## config.mk

```make
export PLATFORM = sky130hd
export DESIGN_NAME = hex_dump_text_extractor_flat
export DESIGN_NICKNAME = d
export VERILOG_FILES = /design/src/hdl/hdx_pkg.sv /design/src/hdl/hdx_if.sv /design/src/hdl/hex_dump_text_extractor.sv /design/src/hdl/hdx_parser.sv /design/src/hdl/hdx_result_queue.sv /design/src/flat_wrapper.sv
export SDC_FILE = /design/constraint.sdc
export NUM_CORES = 1
export LEC_CHECK = 0
export ABC_AREA = 1
export BUFFER_PORTS_ARGS = -buffer_cell sky130_fd_sc_hd__clkbuf_2
export CORE_ASPECT_RATIO = 0.7
export CORE_MARGIN = 10
export CORE_UTILIZATION = 65
export DETAILED_ROUTE_END_ITERATION = 8
export PLACE_DENSITY = 0.84
export SLEW_MARGIN = 30
export SYNTH_ARGS = -nofsm -noshare
export SYNTH_HDL_FRONTEND = slang
export SYNTH_SLANG_ARGS = --single-unit
```

## constraint.sdc

```tcl
create_clock -name clk -period 11.05 [get_ports clk]
set_input_delay 0.5525 -clock clk [delete_from_list [all_inputs] [get_ports clk]]
set_output_delay 0.5525 -clock clk [all_outputs]
set_load 0.02 [all_outputs]
```

## src/hdl/hdx_pkg.sv

```systemverilog
// ----------------------------------------------------------------------------
// hdx_pkg
// Shared types and constants for the hex dump text extractor.
// ----------------------------------------------------------------------------
package hdx_pkg;

	localparam int ADDR_W         = 32;
	localparam int BYTES_W        = 17;
	localparam int MAX_DUMP_BYTES = 65536;
	localparam int ADDR_DIGITS_MAX = 8;
	localparam int DIGIT_CNT_W    = 4;
	localparam int CFG_IDX_W      = 1;
	localparam int CFG_DATA_W     = 32;

	localparam logic [CFG_IDX_W-1:0] REG_START_ADDRESS = 1'b0;
	localparam logic [CFG_IDX_W-1:0] REG_BYTE_COUNT    = 1'b1;

	localparam logic [7:0] CH_ZERO  = 8'h30;
	localparam logic [7:0] CH_X     = 8'h78;
	localparam logic [7:0] CH_COLON = 8'h3A;
	localparam logic [7:0] CH_NL    = 8'h0A;
	localparam logic [7:0] CH_SP    = 8'h20;
	localparam logic [7:0] CH_TAB   = 8'h09;
	localparam logic [7:0] CH_CR    = 8'h0D;

	typedef enum logic [1:0] {
		ST_BYTE      = 2'd0,
		ST_LAST      = 2'd1,
		ST_NOT_FOUND = 2'd2
	} status_t;

	typedef enum logic [1:0] {
		PH_SEARCH = 2'd0,
		PH_ADDR   = 2'd1,
		PH_LINE   = 2'd2
	} phase_t;

	typedef struct packed {
		logic [7:0] data_byte;
		status_t    status;
		logic       run_end;
	} result_t;

	typedef struct packed {
		logic [1:0] num;
		result_t    first;
		result_t    second;
	} res_pair_t;

endpackage

```

## src/hdl/hdx_if.sv

```systemverilog
// ----------------------------------------------------------------------------
// hdx interfaces
// Valid/ready channels for text characters, results and register writes.
// ----------------------------------------------------------------------------
interface hdx_char_if;
	logic       valid;
	logic       ready;
	logic [7:0] character;
	logic       final_req;

	modport source (output valid, output character, output final_req, input ready);
	modport sink (input valid, input character, input final_req, output ready);
endinterface

interface hdx_result_if;
	logic       valid;
	logic       ready;
	logic [7:0] data_byte;
	logic [1:0] status;
	logic       run_end;

	modport source (output valid, output data_byte, output status, output run_end,
		input ready);
	modport sink (input valid, input data_byte, input status, input run_end,
		output ready);
endinterface

interface hdx_cfg_if;
	logic                          valid;
	logic                          ready;
	logic [hdx_pkg::CFG_IDX_W-1:0]  index;
	logic [hdx_pkg::CFG_DATA_W-1:0] data;

	modport source (output valid, output index, output data, input ready);
	modport sink (input valid, input index, input data, output ready);
endinterface

```

## src/hdl/hex_dump_text_extractor.sv

```systemverilog
// ----------------------------------------------------------------------------
// hex_dump_text_extractor
// Scans debug text for "0xADDR:" dump lines and extracts a run of bytes.
// ----------------------------------------------------------------------------
//  channel  dir  handshake     payload
//  text     in   valid/ready   character[7:0], final_req
//  result   out  valid/ready   data_byte[7:0], status[1:0], run_end
//  cfg      in   valid/ready   index[0], data[31:0] (always ready)
//
//  one character a cycle while the queue has room: input register, parse, two-entry result queue
//  a character yields zero to two results, pushed into the queue as it leaves the input register
//  with the queue full the input register holds and text.ready drops
//  sustained rate is one character per cycle while results drain at that rate
//  arst_n clears the registers: start address 0, byte count 1, run armed
// ----------------------------------------------------------------------------
module hex_dump_text_extractor (
	input  logic            clk,
	input  logic            arst_n,
	hdx_char_if.sink        text,
	hdx_result_if.source    result,
	hdx_cfg_if.sink         cfg
);

	logic               room;
	logic               push;
	hdx_pkg::res_pair_t pair;
	hdx_pkg::result_t   out_result;

	hdx_parser u_parser (
		.clk          (clk),
		.arst_n       (arst_n),
		.in_valid     (text.valid),
		.in_ready     (text.ready),
		.in_character (text.character),
		.in_final_req (text.final_req),
		.cfg_valid    (cfg.valid),
		.cfg_ready    (cfg.ready),
		.cfg_index    (cfg.index),
		.cfg_data     (cfg.data),
		.room         (room),
		.push         (push),
		.pair         (pair)
	);

	hdx_result_queue u_queue (
		.clk        (clk),
		.arst_n     (arst_n),
		.push       (push),
		.pair       (pair),
		.room       (room),
		.out_valid  (result.valid),
		.out_ready  (result.ready),
		.out_result (out_result)
	);

	assign result.data_byte = out_result.data_byte;
	assign result.status    = out_result.status;
	assign result.run_end   = out_result.run_end;

endmodule

```

## src/hdl/hdx_parser.sv

```systemverilog
// ----------------------------------------------------------------------------
// hdx_parser
// Input register, configuration registers and the per-character dump line
// parser; produces up to two results per character.
// ----------------------------------------------------------------------------
module hdx_parser (
	input  logic                           clk,
	input  logic                           arst_n,
	input  logic                           in_valid,
	output logic                           in_ready,
	input  logic [7:0]                     in_character,
	input  logic                           in_final_req,
	input  logic                           cfg_valid,
	output logic                           cfg_ready,
	input  logic [hdx_pkg::CFG_IDX_W-1:0]  cfg_index,
	input  logic [hdx_pkg::CFG_DATA_W-1:0] cfg_data,
	input  logic                           room,
	output logic                           push,
	output hdx_pkg::res_pair_t             pair
);

	logic                              valid_s1;
	logic [7:0]                        char_s1;
	logic                              final_s1;
	logic                              advance;

	logic [hdx_pkg::ADDR_W-1:0]        start_q, start_d;
	logic [hdx_pkg::BYTES_W-1:0]       eff_q, eff_d;
	logic [hdx_pkg::ADDR_W-1:0]        want_q, want_d;
	logic [hdx_pkg::BYTES_W-1:0]       emit_q, emit_d;
	hdx_pkg::phase_t                   ph_q, ph_d;
	logic [hdx_pkg::ADDR_W-1:0]        acc_q, acc_d;
	logic [hdx_pkg::DIGIT_CNT_W-1:0]   cnt_q, cnt_d;
	logic                              match_q, match_d;
	logic [7:0]                        held_q, held_d;
	logic [1:0]                        hc_q, hc_d;
	logic                              pz_q, pz_d;
	logic                              fin_q, fin_d;

	logic                              hex;
	logic [3:0]                        hv;
	logic                              gap;
	logic                              srch;
	logic                              pz_srch;
	logic                              take_now;
	logic                              take;
	logic [hdx_pkg::BYTES_W-1:0]       req_cnt;
	hdx_pkg::result_t                  res_byte;
	hdx_pkg::result_t                  res_nf;

	assign advance   = valid_s1 && room;
	assign in_ready  = !valid_s1 || advance;
	assign cfg_ready = 1'b1;

	always_ff @(posedge clk or negedge arst_n) begin
		if (!arst_n) begin
			valid_s1 <= 1'b0;
			char_s1  <= '0;
			final_s1 <= 1'b0;
		end else if (in_ready) begin
			valid_s1 <= in_valid;
			char_s1  <= in_character;
			final_s1 <= in_final_req;
		end
	end

	// character classes
	always_comb begin
		hex = 1'b0;
		hv  = 4'd0;
		if (char_s1 inside {[8'h30:8'h39]}) begin
			hex = 1'b1;
			hv  = 4'(char_s1 - 8'h30);
		end else if (char_s1 inside {[8'h61:8'h66]}) begin
			hex = 1'b1;
			hv  = 4'(char_s1 - 8'h57);
		end else if (char_s1 inside {[8'h41:8'h46]}) begin
			hex = 1'b1;
			hv  = 4'(char_s1 - 8'h37);
		end
		gap = char_s1 inside {hdx_pkg::CH_SP, hdx_pkg::CH_TAB, hdx_pkg::CH_CR};
	end

	assign req_cnt = cfg_data[hdx_pkg::BYTES_W-1:0];

	always_comb begin
		start_d  = start_q;
		eff_d    = eff_q;
		want_d   = want_q;
		emit_d   = emit_q;
		ph_d     = ph_q;
		acc_d    = acc_q;
		cnt_d    = cnt_q;
		match_d  = match_q;
		held_d   = held_q;
		hc_d     = hc_q;
		pz_d     = pz_q;
		fin_d    = fin_q;
		srch     = 1'b0;
		pz_srch  = pz_q;
		take_now = 1'b0;
		take     = 1'b0;
		res_byte = '0;
		res_nf   = '0;
		pair     = '0;
		push     = 1'b0;

		if (cfg_valid) begin
			case (cfg_index)
				hdx_pkg::REG_START_ADDRESS: start_d = cfg_data[hdx_pkg::ADDR_W-1:0];
				hdx_pkg::REG_BYTE_COUNT: begin
					if (req_cnt == '0) begin
						eff_d = hdx_pkg::BYTES_W'(1);
					end else if (req_cnt > hdx_pkg::BYTES_W'(hdx_pkg::MAX_DUMP_BYTES)) begin
						eff_d = hdx_pkg::BYTES_W'(hdx_pkg::MAX_DUMP_BYTES);
					end else begin
						eff_d = req_cnt;
					end
				end
				default: start_d = start_q;
			endcase
			want_d  = start_d;
			emit_d  = '0;
			ph_d    = hdx_pkg::PH_SEARCH;
			acc_d   = '0;
			cnt_d   = '0;
			match_d = 1'b0;
			held_d  = '0;
			hc_d    = '0;
			pz_d    = 1'b0;
			fin_d   = 1'b0;
		end else if (advance) begin
			if (!fin_q) begin
				case (ph_q)
					hdx_pkg::PH_ADDR: begin
						if (hex) begin
							if (cnt_q >= hdx_pkg::DIGIT_CNT_W'(hdx_pkg::ADDR_DIGITS_MAX)) begin
								ph_d = hdx_pkg::PH_SEARCH;
							end else begin
								acc_d = {acc_q[hdx_pkg::ADDR_W-5:0], hv};
								cnt_d = cnt_q + 1'b1;
							end
							pz_d = (char_s1 == hdx_pkg::CH_ZERO);
						end else if (char_s1 == hdx_pkg::CH_COLON && cnt_q != '0) begin
							ph_d    = hdx_pkg::PH_LINE;
							match_d = (acc_q == want_q);
							hc_d    = '0;
							pz_d    = 1'b0;
						end else begin
							srch = 1'b1;
						end
					end
					hdx_pkg::PH_LINE: begin
						case (hc_q)
							2'd0: begin
								if (hex) begin
									held_d = {hv, 4'd0};
									hc_d   = 2'd1;
								end else if (!gap) begin
									ph_d = hdx_pkg::PH_SEARCH;
									pz_d = 1'b0;
								end
							end
							2'd1: begin
								if (hex) begin
									held_d = {held_q[7:4], hv};
									hc_d   = 2'd2;
								end else begin
									hc_d    = '0;
									srch    = 1'b1;
									pz_srch = (held_q[7:4] == 4'd0);
								end
							end
							default: begin
								if (gap || char_s1 == hdx_pkg::CH_NL) begin
									take_now = 1'b1;
									hc_d     = '0;
									if (char_s1 == hdx_pkg::CH_NL) begin
										ph_d = hdx_pkg::PH_SEARCH;
										pz_d = 1'b0;
									end
								end else begin
									hc_d    = '0;
									srch    = 1'b1;
									pz_srch = (held_q[3:0] == 4'd0);
								end
							end
						endcase
					end
					default: srch = 1'b1;
				endcase

				if (srch) begin
					if (pz_srch && char_s1 == hdx_pkg::CH_X) begin
						ph_d  = hdx_pkg::PH_ADDR;
						acc_d = '0;
						cnt_d = '0;
					end else begin
						ph_d = hdx_pkg::PH_SEARCH;
					end
					pz_d = (char_s1 == hdx_pkg::CH_ZERO);
				end

				// pending complete token at end of stream counts as delimited
				take = take_now ||
					(final_s1 && ph_d == hdx_pkg::PH_LINE && hc_d == 2'd2);

				if (take) begin
					hc_d = '0;
					if (match_q) begin
						want_d             = want_q + 1'b1;
						emit_d             = emit_q + 1'b1;
						res_byte.data_byte = held_d;
						if (emit_d >= eff_q) begin
							fin_d            = 1'b1;
							res_byte.status  = hdx_pkg::ST_LAST;
							res_byte.run_end = 1'b1;
						end else begin
							res_byte.status  = hdx_pkg::ST_BYTE;
							res_byte.run_end = 1'b0;
						end
						pair.first = res_byte;
						pair.num   = 2'd1;
					end
				end

				if (final_s1 && !fin_d) begin
					res_nf.data_byte = '0;
					res_nf.status    = hdx_pkg::ST_NOT_FOUND;
					res_nf.run_end   = 1'b1;
					if (pair.num == 2'd0) begin
						pair.first = res_nf;
					end else begin
						pair.second = res_nf;
					end
					pair.num = pair.num + 1'b1;
				end
			end

			push = (pair.num != 2'd0);

			if (final_s1) begin
				want_d  = start_q;
				emit_d  = '0;
				ph_d    = hdx_pkg::PH_SEARCH;
				acc_d   = '0;
				cnt_d   = '0;
				match_d = 1'b0;
				held_d  = '0;
				hc_d    = '0;
				pz_d    = 1'b0;
				fin_d   = 1'b0;
			end
		end
	end

	always_ff @(posedge clk or negedge arst_n) begin
		if (!arst_n) begin
			start_q <= '0;
			eff_q   <= hdx_pkg::BYTES_W'(1);
			want_q  <= '0;
			emit_q  <= '0;
			ph_q    <= hdx_pkg::PH_SEARCH;
			acc_q   <= '0;
			cnt_q   <= '0;
			match_q <= 1'b0;
			held_q  <= '0;
			hc_q    <= '0;
			pz_q    <= 1'b0;
			fin_q   <= 1'b0;
		end else begin
			start_q <= start_d;
			eff_q   <= eff_d;
			want_q  <= want_d;
			emit_q  <= emit_d;
			ph_q    <= ph_d;
			acc_q   <= acc_d;
			cnt_q   <= cnt_d;
			match_q <= match_d;
			held_q  <= held_d;
			hc_q    <= hc_d;
			pz_q    <= pz_d;
			fin_q   <= fin_d;
		end
	end

	a_fin_count: assert property (@(posedge clk) disable iff (!arst_n)
		fin_q |-> emit_q == eff_q)
		else $error("finished run with byte count short of target");

	a_open_count: assert property (@(posedge clk) disable iff (!arst_n)
		!fin_q |-> emit_q < eff_q)
		else $error("open run reached its byte count");

	a_held_range: assert property (@(posedge clk) disable iff (!arst_n)
		hc_q != 2'd3 && cnt_q <= hdx_pkg::DIGIT_CNT_W'(hdx_pkg::ADDR_DIGITS_MAX))
		else $error("nibble or digit counter out of range");

endmodule

```

## src/hdl/hdx_result_queue.sv

```systemverilog
// ----------------------------------------------------------------------------
// hdx_result_queue
// Two-entry queue of result pairs; hands out one result per transfer.
// ----------------------------------------------------------------------------
module hdx_result_queue (
	input  logic               clk,
	input  logic               arst_n,
	input  logic               push,
	input  hdx_pkg::res_pair_t pair,
	output logic               room,
	output logic               out_valid,
	input  logic               out_ready,
	output hdx_pkg::result_t   out_result
);

	hdx_pkg::res_pair_t pair_q [2];
	logic               wp_q;
	logic               rp_q;
	logic [1:0]         cnt_q;
	logic               sub_q;
	logic               pop;
	logic               pop_entry;
	hdx_pkg::res_pair_t head;

	assign room       = (cnt_q != 2'd2);
	assign out_valid  = (cnt_q != 2'd0);
	assign head       = pair_q[rp_q];
	assign out_result = sub_q ? head.second : head.first;
	assign pop        = out_valid && out_ready;
	assign pop_entry  = pop && (sub_q || head.num == 2'd1);

	always_ff @(posedge clk) begin
		if (push) begin
			pair_q[wp_q] <= pair;
		end
	end

	always_ff @(posedge clk or negedge arst_n) begin
		if (!arst_n) begin
			wp_q  <= 1'b0;
			rp_q  <= 1'b0;
			cnt_q <= '0;
			sub_q <= 1'b0;
		end else begin
			if (push) begin
				wp_q <= !wp_q;
			end
			if (pop) begin
				sub_q <= !pop_entry;
			end
			if (pop_entry) begin
				rp_q <= !rp_q;
			end
			case ({push, pop_entry})
				2'b10:   cnt_q <= cnt_q + 1'b1;
				2'b01:   cnt_q <= cnt_q - 1'b1;
				default: cnt_q <= cnt_q;
			endcase
		end
	end

	a_cnt_range: assert property (@(posedge clk) disable iff (!arst_n)
		cnt_q <= 2'd2)
		else $error("result queue over capacity");

	a_second_exists: assert property (@(posedge clk) disable iff (!arst_n)
		out_valid && sub_q |-> head.num == 2'd2)
		else $error("second result read from a single-result entry");

	a_push_room: assert property (@(posedge clk) disable iff (!arst_n)
		push |-> room)
		else $error("push into a full result queue");

endmodule
```

## src/flat_wrapper.sv

```systemverilog
// flat-port wrapper written by rule: the top's interface ports become plain ports
module hex_dump_text_extractor_flat 
  (clk, arst_n, text_valid, text_character, text_final_req, text_ready, result_valid, result_data_byte, result_status, result_run_end, result_ready, cfg_valid, cfg_index, cfg_data, cfg_ready);
  hdx_char_if text_i ();
  hdx_result_if result_i ();
  hdx_cfg_if cfg_i ();
  input  logic clk;
  input  logic arst_n;
  input wire logic [$bits(text_i.valid)-1:0] text_valid;
  input wire logic [$bits(text_i.character)-1:0] text_character;
  input wire logic [$bits(text_i.final_req)-1:0] text_final_req;
  output wire logic [$bits(text_i.ready)-1:0] text_ready;
  output wire logic [$bits(result_i.valid)-1:0] result_valid;
  output wire logic [$bits(result_i.data_byte)-1:0] result_data_byte;
  output wire logic [$bits(result_i.status)-1:0] result_status;
  output wire logic [$bits(result_i.run_end)-1:0] result_run_end;
  input wire logic [$bits(result_i.ready)-1:0] result_ready;
  input wire logic [$bits(cfg_i.valid)-1:0] cfg_valid;
  input wire logic [$bits(cfg_i.index)-1:0] cfg_index;
  input wire logic [$bits(cfg_i.data)-1:0] cfg_data;
  output wire logic [$bits(cfg_i.ready)-1:0] cfg_ready;
  assign text_i.valid = text_valid;
  assign text_i.character = text_character;
  assign text_i.final_req = text_final_req;
  assign text_ready = text_i.ready;
  assign result_valid = result_i.valid;
  assign result_data_byte = result_i.data_byte;
  assign result_status = result_i.status;
  assign result_run_end = result_i.run_end;
  assign result_i.ready = result_ready;
  assign cfg_i.valid = cfg_valid;
  assign cfg_i.index = cfg_index;
  assign cfg_i.data = cfg_data;
  assign cfg_ready = cfg_i.ready;
  hex_dump_text_extractor u_core (.clk(clk), .arst_n(arst_n), .text(text_i), .result(result_i), .cfg(cfg_i));
endmodule
```

==> results of run 1 <==
-- synthesized netlist by cell type (11+ instances only) --
library cell    n  area share (%)
o21ai_0       233              10
nand2_1       203             6.8
inv_1         195             6.5
dfrtp_1       163              36
a21oi_1       103             4.6
nor2_1         84             2.8
nand3_1        77             3.4
clkbuf_1       50             1.7
o22ai_1        45             2.5
xor2_1         42             3.3
ha_1           30             3.4
edfxtp_1       26             7.0
nand4_1        18             1.0
nor3_1         18            0.80
o31ai_1        16             1.1
nor4_1         13            0.73
buf_2          11            0.49
-- stage by stage --
step	cell area [sq um]	util, %	hold WS [ns]	setup WS, ns
5_1_grt	12160	71.49	0.2669	5.481
3_5_place_dp	11580	68.08	0.4883	5.836
4_1_cts	12160	71.43	0.2752	5.768
6_report	12160	71.49	0.1768	5.960
2_1_floorplan	11190	-	0.2569	6.880
3_3_place_gp	11580	68.08	0.4791	6.188
-- cell type report --
| cell class | count | area [sq um] |
|---|---|---|
| inverters | 203 | 768.2 |
| flip-flops and latches | 190 | 4886 |
| clock inverters | 14 | 131.4 |
| repair buffers | 68 | 371.6 |
| clock buffers | 18 | 439.2 |
| multi-input cells | 963 | 5279 |
| fillers | 1322 | 4852 |
| well taps | 231 | 289.0 |
-- cells in the final DEF (no fill, tap or decap), types with 3 or more instances in the layout --
cell	n
o22ai_1	45
o31ai_1	16
nand2_2	6
inv_1	194
nor2_2	14
clkbuf_2	58
o21a_1	4
a21oi_1	103
nor2_4	10
nor2_1	80
clkinv_2	3
clkbuf_16	17
nand4_1	18
o21ai_2	4
a221oi_1	4
dfrtp_1	163
nor4_1	13
xnor2_1	5
edfxtp_1	26
or2_2	3
buf_4	9
o21ai_0	233
inv_6	5
ha_1	30
nand2_1	203
nand3_2	3
nand2_4	5
nand3_1	77
inv_2	5
xor2_1	42
nor3_1	18
-- path summary, 6_finish.rpt --
check,startpoint,endpoint,slack [ns],cells after the start
min,arst_n,u_core.u_parser.start_q[21],0.18,1
max reg2reg,u_core.u_parser.emit_q[0],u_core.u_queue.pair_q[1][13],5.96,23
min reg2reg,u_core.u_parser.acc_q[0],u_core.u_parser.acc_q[0],0.51,2
min in group clk,text_valid,u_core.u_parser.valid_s1,0.30,3
max,u_core.u_parser.emit_q[0],u_core.u_queue.pair_q[1][13],5.96,23
max in group asynchronous,arst_n,u_core.u_parser.final_s1,9.62,2
-- flip-flops by register name (all words and copies together) (netlist names), 2 cells and up --
| name | flops |
|---|---|
| u_core.u_parser.acc_q | 32 |
| u_core.u_parser.char_s1 | 8 |
| u_core.u_parser.cnt_q | 4 |
| u_core.u_parser.eff_q | 17 |
| u_core.u_parser.emit_q | 17 |
| u_core.u_parser.hc_q | 2 |
| u_core.u_parser.held_q | 8 |
| u_core.u_parser.ph_q | 2 |
| u_core.u_parser.start_q | 32 |
| u_core.u_parser.want_q | 32 |
| u_core.u_queue.cnt_q | 2 |
| u_core.u_queue.pair_q | 26 |
-- logic make-up (layout without fill, tap and decap cells) --
| kind of cell | count (synthesis) | count (layout) |
|---|---|---|
| flops | 190 | 190 |
| xor+xnor | 47 | 47 |
| other cells | 1 | 1 |
| compound gates | 426 | 426 |
| simple gates | 458 | 458 |
| mux | 1 | 1 |
| buf+inv | 268 | 303 |
| fa+ha+maj | 30 | 30 |
-- worst max-delay path, cell delays in order (launching register included) --
cell	delay (ns)
dfrtp_1	0.43
nand3_1	0.15
nor3_2	0.19
nand2_1	0.08
nor2_1	0.20
nand3_1	0.16
nor2_1	0.22
nand4_1	0.17
xor2_1	0.24
inv_1	0.08
ha_1	0.27
nand2_1	0.10
nor3_1	0.23
nor3b_1	0.30
nand3b_1	0.13
nand4_1	0.20
nand2_1	0.08
inv_1	0.08
a21oi_1	0.09
ha_1	0.34
inv_1	0.04
nor2_1	0.24
nor2_1	0.17
nor2_2	0.54
-- metal layers --
layer	up-vias	GRT usage [%]	wire length [um]
met5	-	0	0
met4	0	7.886	553
met3	59	5.716	2357
met2	426	37.16	12540
met1	4851	35.76	13070
li1	4820	-	-
-- power groups by stage --
stage	Sequential (uW)	Clock [uW]	Combinational [uW]
2_1_floorplan	915	0	551
3_3_place_gp	954	0	706
3_5_place_dp	958	0	727
4_1_cts	946	612	736
5_1_grt	964	646	835
6_report	950	612	745
==> flow_summary.ini, run 1 <==
[run]
drv_cap = 0

[sta]
tns_ns = 0
rsz0062_at_grt = no
max_slew_margin_pct = 38.39
tightest_slew_ns = 0.9232
max_clock_freq_ghz = 0.1965
layout_min_cycle_time_ns = 5.090
finalClockSkew_ns = 0.01072
finalCritPeriodShare_pct = 46.06
hold_violations = 0
setup_viol = 0
slew_viol_final = 0

[yosys]
netlist_instances = 1421
yosysWarnings = 0
syn_avg_cell_area_sq_um = 7.878
netlist_area_sq_um = 11190
synth_fp_nets = 1498
synth-adder-area-share_pct = 3.353
synth_cell_types = 53
ys_async_sr_fraction_pct = 86.32
synth-seq-cells = 190
synth_edf_count = 26
synth-simple-area-share_pct = 19.26
synthFlopType = dfrtp_1
synth_compound_area_share_pct = 20.65
synth_top_family_by_area = compound AO/OA/AOI/OAI gates
synthMuxAreaShare_pct = 0.08942
ys_seq_area_share_pct = 43.65
synth-xor-area-share_pct = 3.677

[power]
p_sw_uw = 929.7
combPwrFrac_pct = 32.3
clock_power_share_pct = 26.5
total_leakage_power_uw = 0.005578
vdd_drop_max_uv = 93.17
swShare_pct = 40.30
total_power_uw = 2307
intPower_uw = 1377
power_density_nw_per_um2 = 189.7
seqPwrFrac_pct = 41.2

[grt]
grt_max_degree = 108
grt_pass1_wl_um = 47060
gr-total-overflow = 0
grt_pass1_vias = 9423
gr-usage-all-layers_pct = 25.05
antenna_found_initial = 0

[floorplanning]
die_height_um = 129.8
dieArea_sq_um = 22960
start_util_pct = 65.79
io_pins = 61
rows = 40
die_width_um = 176.9
core_area_sq_um = 17020

[clock_network]
post-cts-setup-buffers = 0
clock-sinks = 190
clock-root-buffer = clkbuf_16
clk_pin_slew_ns = 0.07
cts_tree = done
post_cts_resized = 0
cts_inserted_buffers = 17
h-tree-depth = 4
postCtsHoldBufs = 0
clk_latency_ns = 0.44
cts_max_path_buffers = 2

[routing]
detail-route-antenna-nets = 0
totalWireLength_um = 28520
drt-initial-drc-count = 1403
wl_per_cell_um = 16.91
drc = 0
first_pass_iters = 6
vias = 10156
vias_per_cell = 6.020

[critical_path]
end_kind = flop
cp.required_ns = 11.13
crit_fanout = 13
arrival_ns = 5.17
worstSetupPathType = reg -> reg
start_kind = flop

[place]
place_inst = 1655
place_hpwl_um = 19760
port_buffers = 59
gp_congestion = 0.9671

[finish]
stdcell_count = 1687
area_growth_pct = 8.662
drive_gt1_share_pct = 10.92
antenna_cells = 0
nets = 1520

[hold_path]
hold_class = in -> async

[outcome]
outcome = complete, no violations
(Power assumes the default switching activity.)
==> run 2, diff against run 1 <==
- CORE_UTILIZATION: 65 -> 62
- PLACE_DENSITY: 0.84 -> 0.81
- clock period: 11.05 -> 5.3 ns (I/O delays scaled with it)
==> flow_summary.ini, run 2 (synthesis results as in run 1) <==
[grt]
grt_pass1_wl_um = 47780
grt_max_degree = 71
grt_pass1_vias = 9401
antenna_found_initial = 0
gr-usage-all-layers_pct = 23.77
gr-total-overflow = 0

[sta]
rsz0062_at_grt = no
slew_viol_final = 0
tns_ns = 0
tightest_slew_ns = 0.9706
max_slew_margin_pct = 35.22
setup_viol = 0
hold_violations = 0
finalCritPeriodShare_pct = 90.55
layout_min_cycle_time_ns = 4.799
finalClockSkew_ns = 0.01177
max_clock_freq_ghz = 0.2084
holdWs_ns = 0.01625

[power]
power_density_nw_per_um2 = 395.5
vdd_drop_max_uv = 235.3
combPwrFrac_pct = 32.1
intPower_uw = 2853
swShare_pct = 41.13
clock_power_share_pct = 27.1
p_sw_uw = 1993
total_leakage_power_uw = 0.005621
seqPwrFrac_pct = 40.8

[routing]
vias_per_cell = 5.902
wl_per_cell_um = 16.88
detail-route-antenna-nets = 0
drc = 0
first_pass_iters = 5
totalWireLength_um = 28640
drt-initial-drc-count = 1083
vias = 10015

[clock_network]
cts_tree = done
cts_max_path_buffers = 2
clock-sinks = 190
cts_inserted_buffers = 17
clock-root-buffer = clkbuf_16
clk_pin_slew_ns = 0.08
h-tree-depth = 4
clk_latency_ns = 0.45

[floorplanning]
die_height_um = 132.4
start_util_pct = 62.71
io_pins = 61
dieArea_sq_um = 23920
die_width_um = 180.6
core_area_sq_um = 17850
rows = 41

[critical_path]
start_kind = flop
worstSetupPathType = reg -> reg
crit_fanout = 5
arrival_ns = 5.12
cp.required_ns = 5.62
end_kind = flop

[finish]
nets = 1525
drive_gt1_share_pct = 11.16
final_common_cell = o21ai_0
top_regs = u_core.u_parser.acc_q x32, u_core.u_parser.start_q x32, u_core.u_parser.want_q x32
antenna_cells = 0
final_util_pct = 68.63
final_cell_mix = 233 x o21ai_0, 203 x nand2_1, 194 x inv_1
area_growth_pct = 9.445
stdcell_count = 1697

[place]
place_inst = 1663
gp_congestion = 0.9390
port_buffers = 59
place_hpwl_um = 20030

[outcome]
outcome = complete, no violations

[run]
drv_cap = 0

[hold_path]
hold_class = in -> reg
-- run 2: power groups by stage --
stage	combinational [uW]	sequential, uW	clock (uW)
floorplan	1150	1910	0
global placement	1490	1990	0
detailed placement	1520	2000	0
CTS	1540	1970	1320
global route	1750	2010	1380
finish	1560	1980	1310
-- run 2: area by class of cell --
class,count,area (sq um)
repair buffers,73,411.6
multi-input cells,963,5281
fillers,1467,5600
clock buffers,18,439.2
clock inverters,14,168.9
well taps,236,295.3
flip-flops and latches,190,4886
inverters,203,769.5
-- run 2: timing repair --
item,4_1_cts,5_1_grt
hold endpoints to repair,67,0
hold buffers,2,0
endpoints found under the setup margin,0,12
buffers inserted,0,0
resized for setup,0,2
-- run 2: critical path, cell delays in order (launching register included) --
cell      delay (ns)
dfrtp_1         0.42
nand3_1         0.14
nor3_2          0.20
nand2_1         0.10
nor2_1          0.20
nand3_1         0.16
nor2_1          0.22
nand4_1         0.14
xor2_1          0.27
inv_1           0.08
ha_1            0.28
nand2_1         0.08
nor3_1          0.22
nor3b_2         0.24
nand3b_1        0.10
nand4_1         0.20
nand2_1         0.07
inv_1           0.07
a21oi_1         0.10
ha_1            0.34
inv_1           0.03
nor2_1          0.18
nor2_2          0.10
ha_1            0.32
a21oi_1         0.11
o21ai_0         0.12
xor2_1          0.16
-- run 2: layer usage --
| metal | up-vias | wire [um] | global-route usage, % | part of all wire, % |
|---|---|---|---|---|
| met3 | 45 | 2223 | 4.549 | 7.8 |
| met2 | 405 | 12560 | 35.37 | 44 |
| met1 | 4724 | 13440 | 34.85 | 47 |
| li1 | 4841 | - | - | - |
| met5 | - | 0 | 0 | 0 |
| met4 | 0 | 420 | 5.861 | 1.5 |
-- run 2: metrics by stage --
step	worst slack, ns	power, uW	instance area, sq um
global route	0.01827	5135	12250
global placement	0.7803	3477	11610
finish	0.5010	4846	12250
CTS	0.4459	4832	12240
detailed placement	0.5887	3523	11620
floorplan	1.130	3058	11190
-- run 2: worst paths after layout --
kind / startpoint / to / slack, ns / cells past startpoint
hold / removal: text_character[0] / u_core.u_parser.char_s1[0] / 0.02 / 3
min in group asynchronous: arst_n / u_core.u_parser.start_q[22] / 0.38 / 2
setup / recovery: u_core.u_parser.emit_q[2] / u_core.u_queue.cnt_q[1] / 0.50 / 26
setup reg to reg: u_core.u_parser.emit_q[2] / u_core.u_queue.cnt_q[1] / 0.50 / 26
hold reg to reg: u_core.u_parser.eff_q[0] / u_core.u_parser.eff_q[0] / 0.52 / 2
max in group asynchronous: arst_n / u_core.u_parser.acc_q[19] / 3.79 / 3
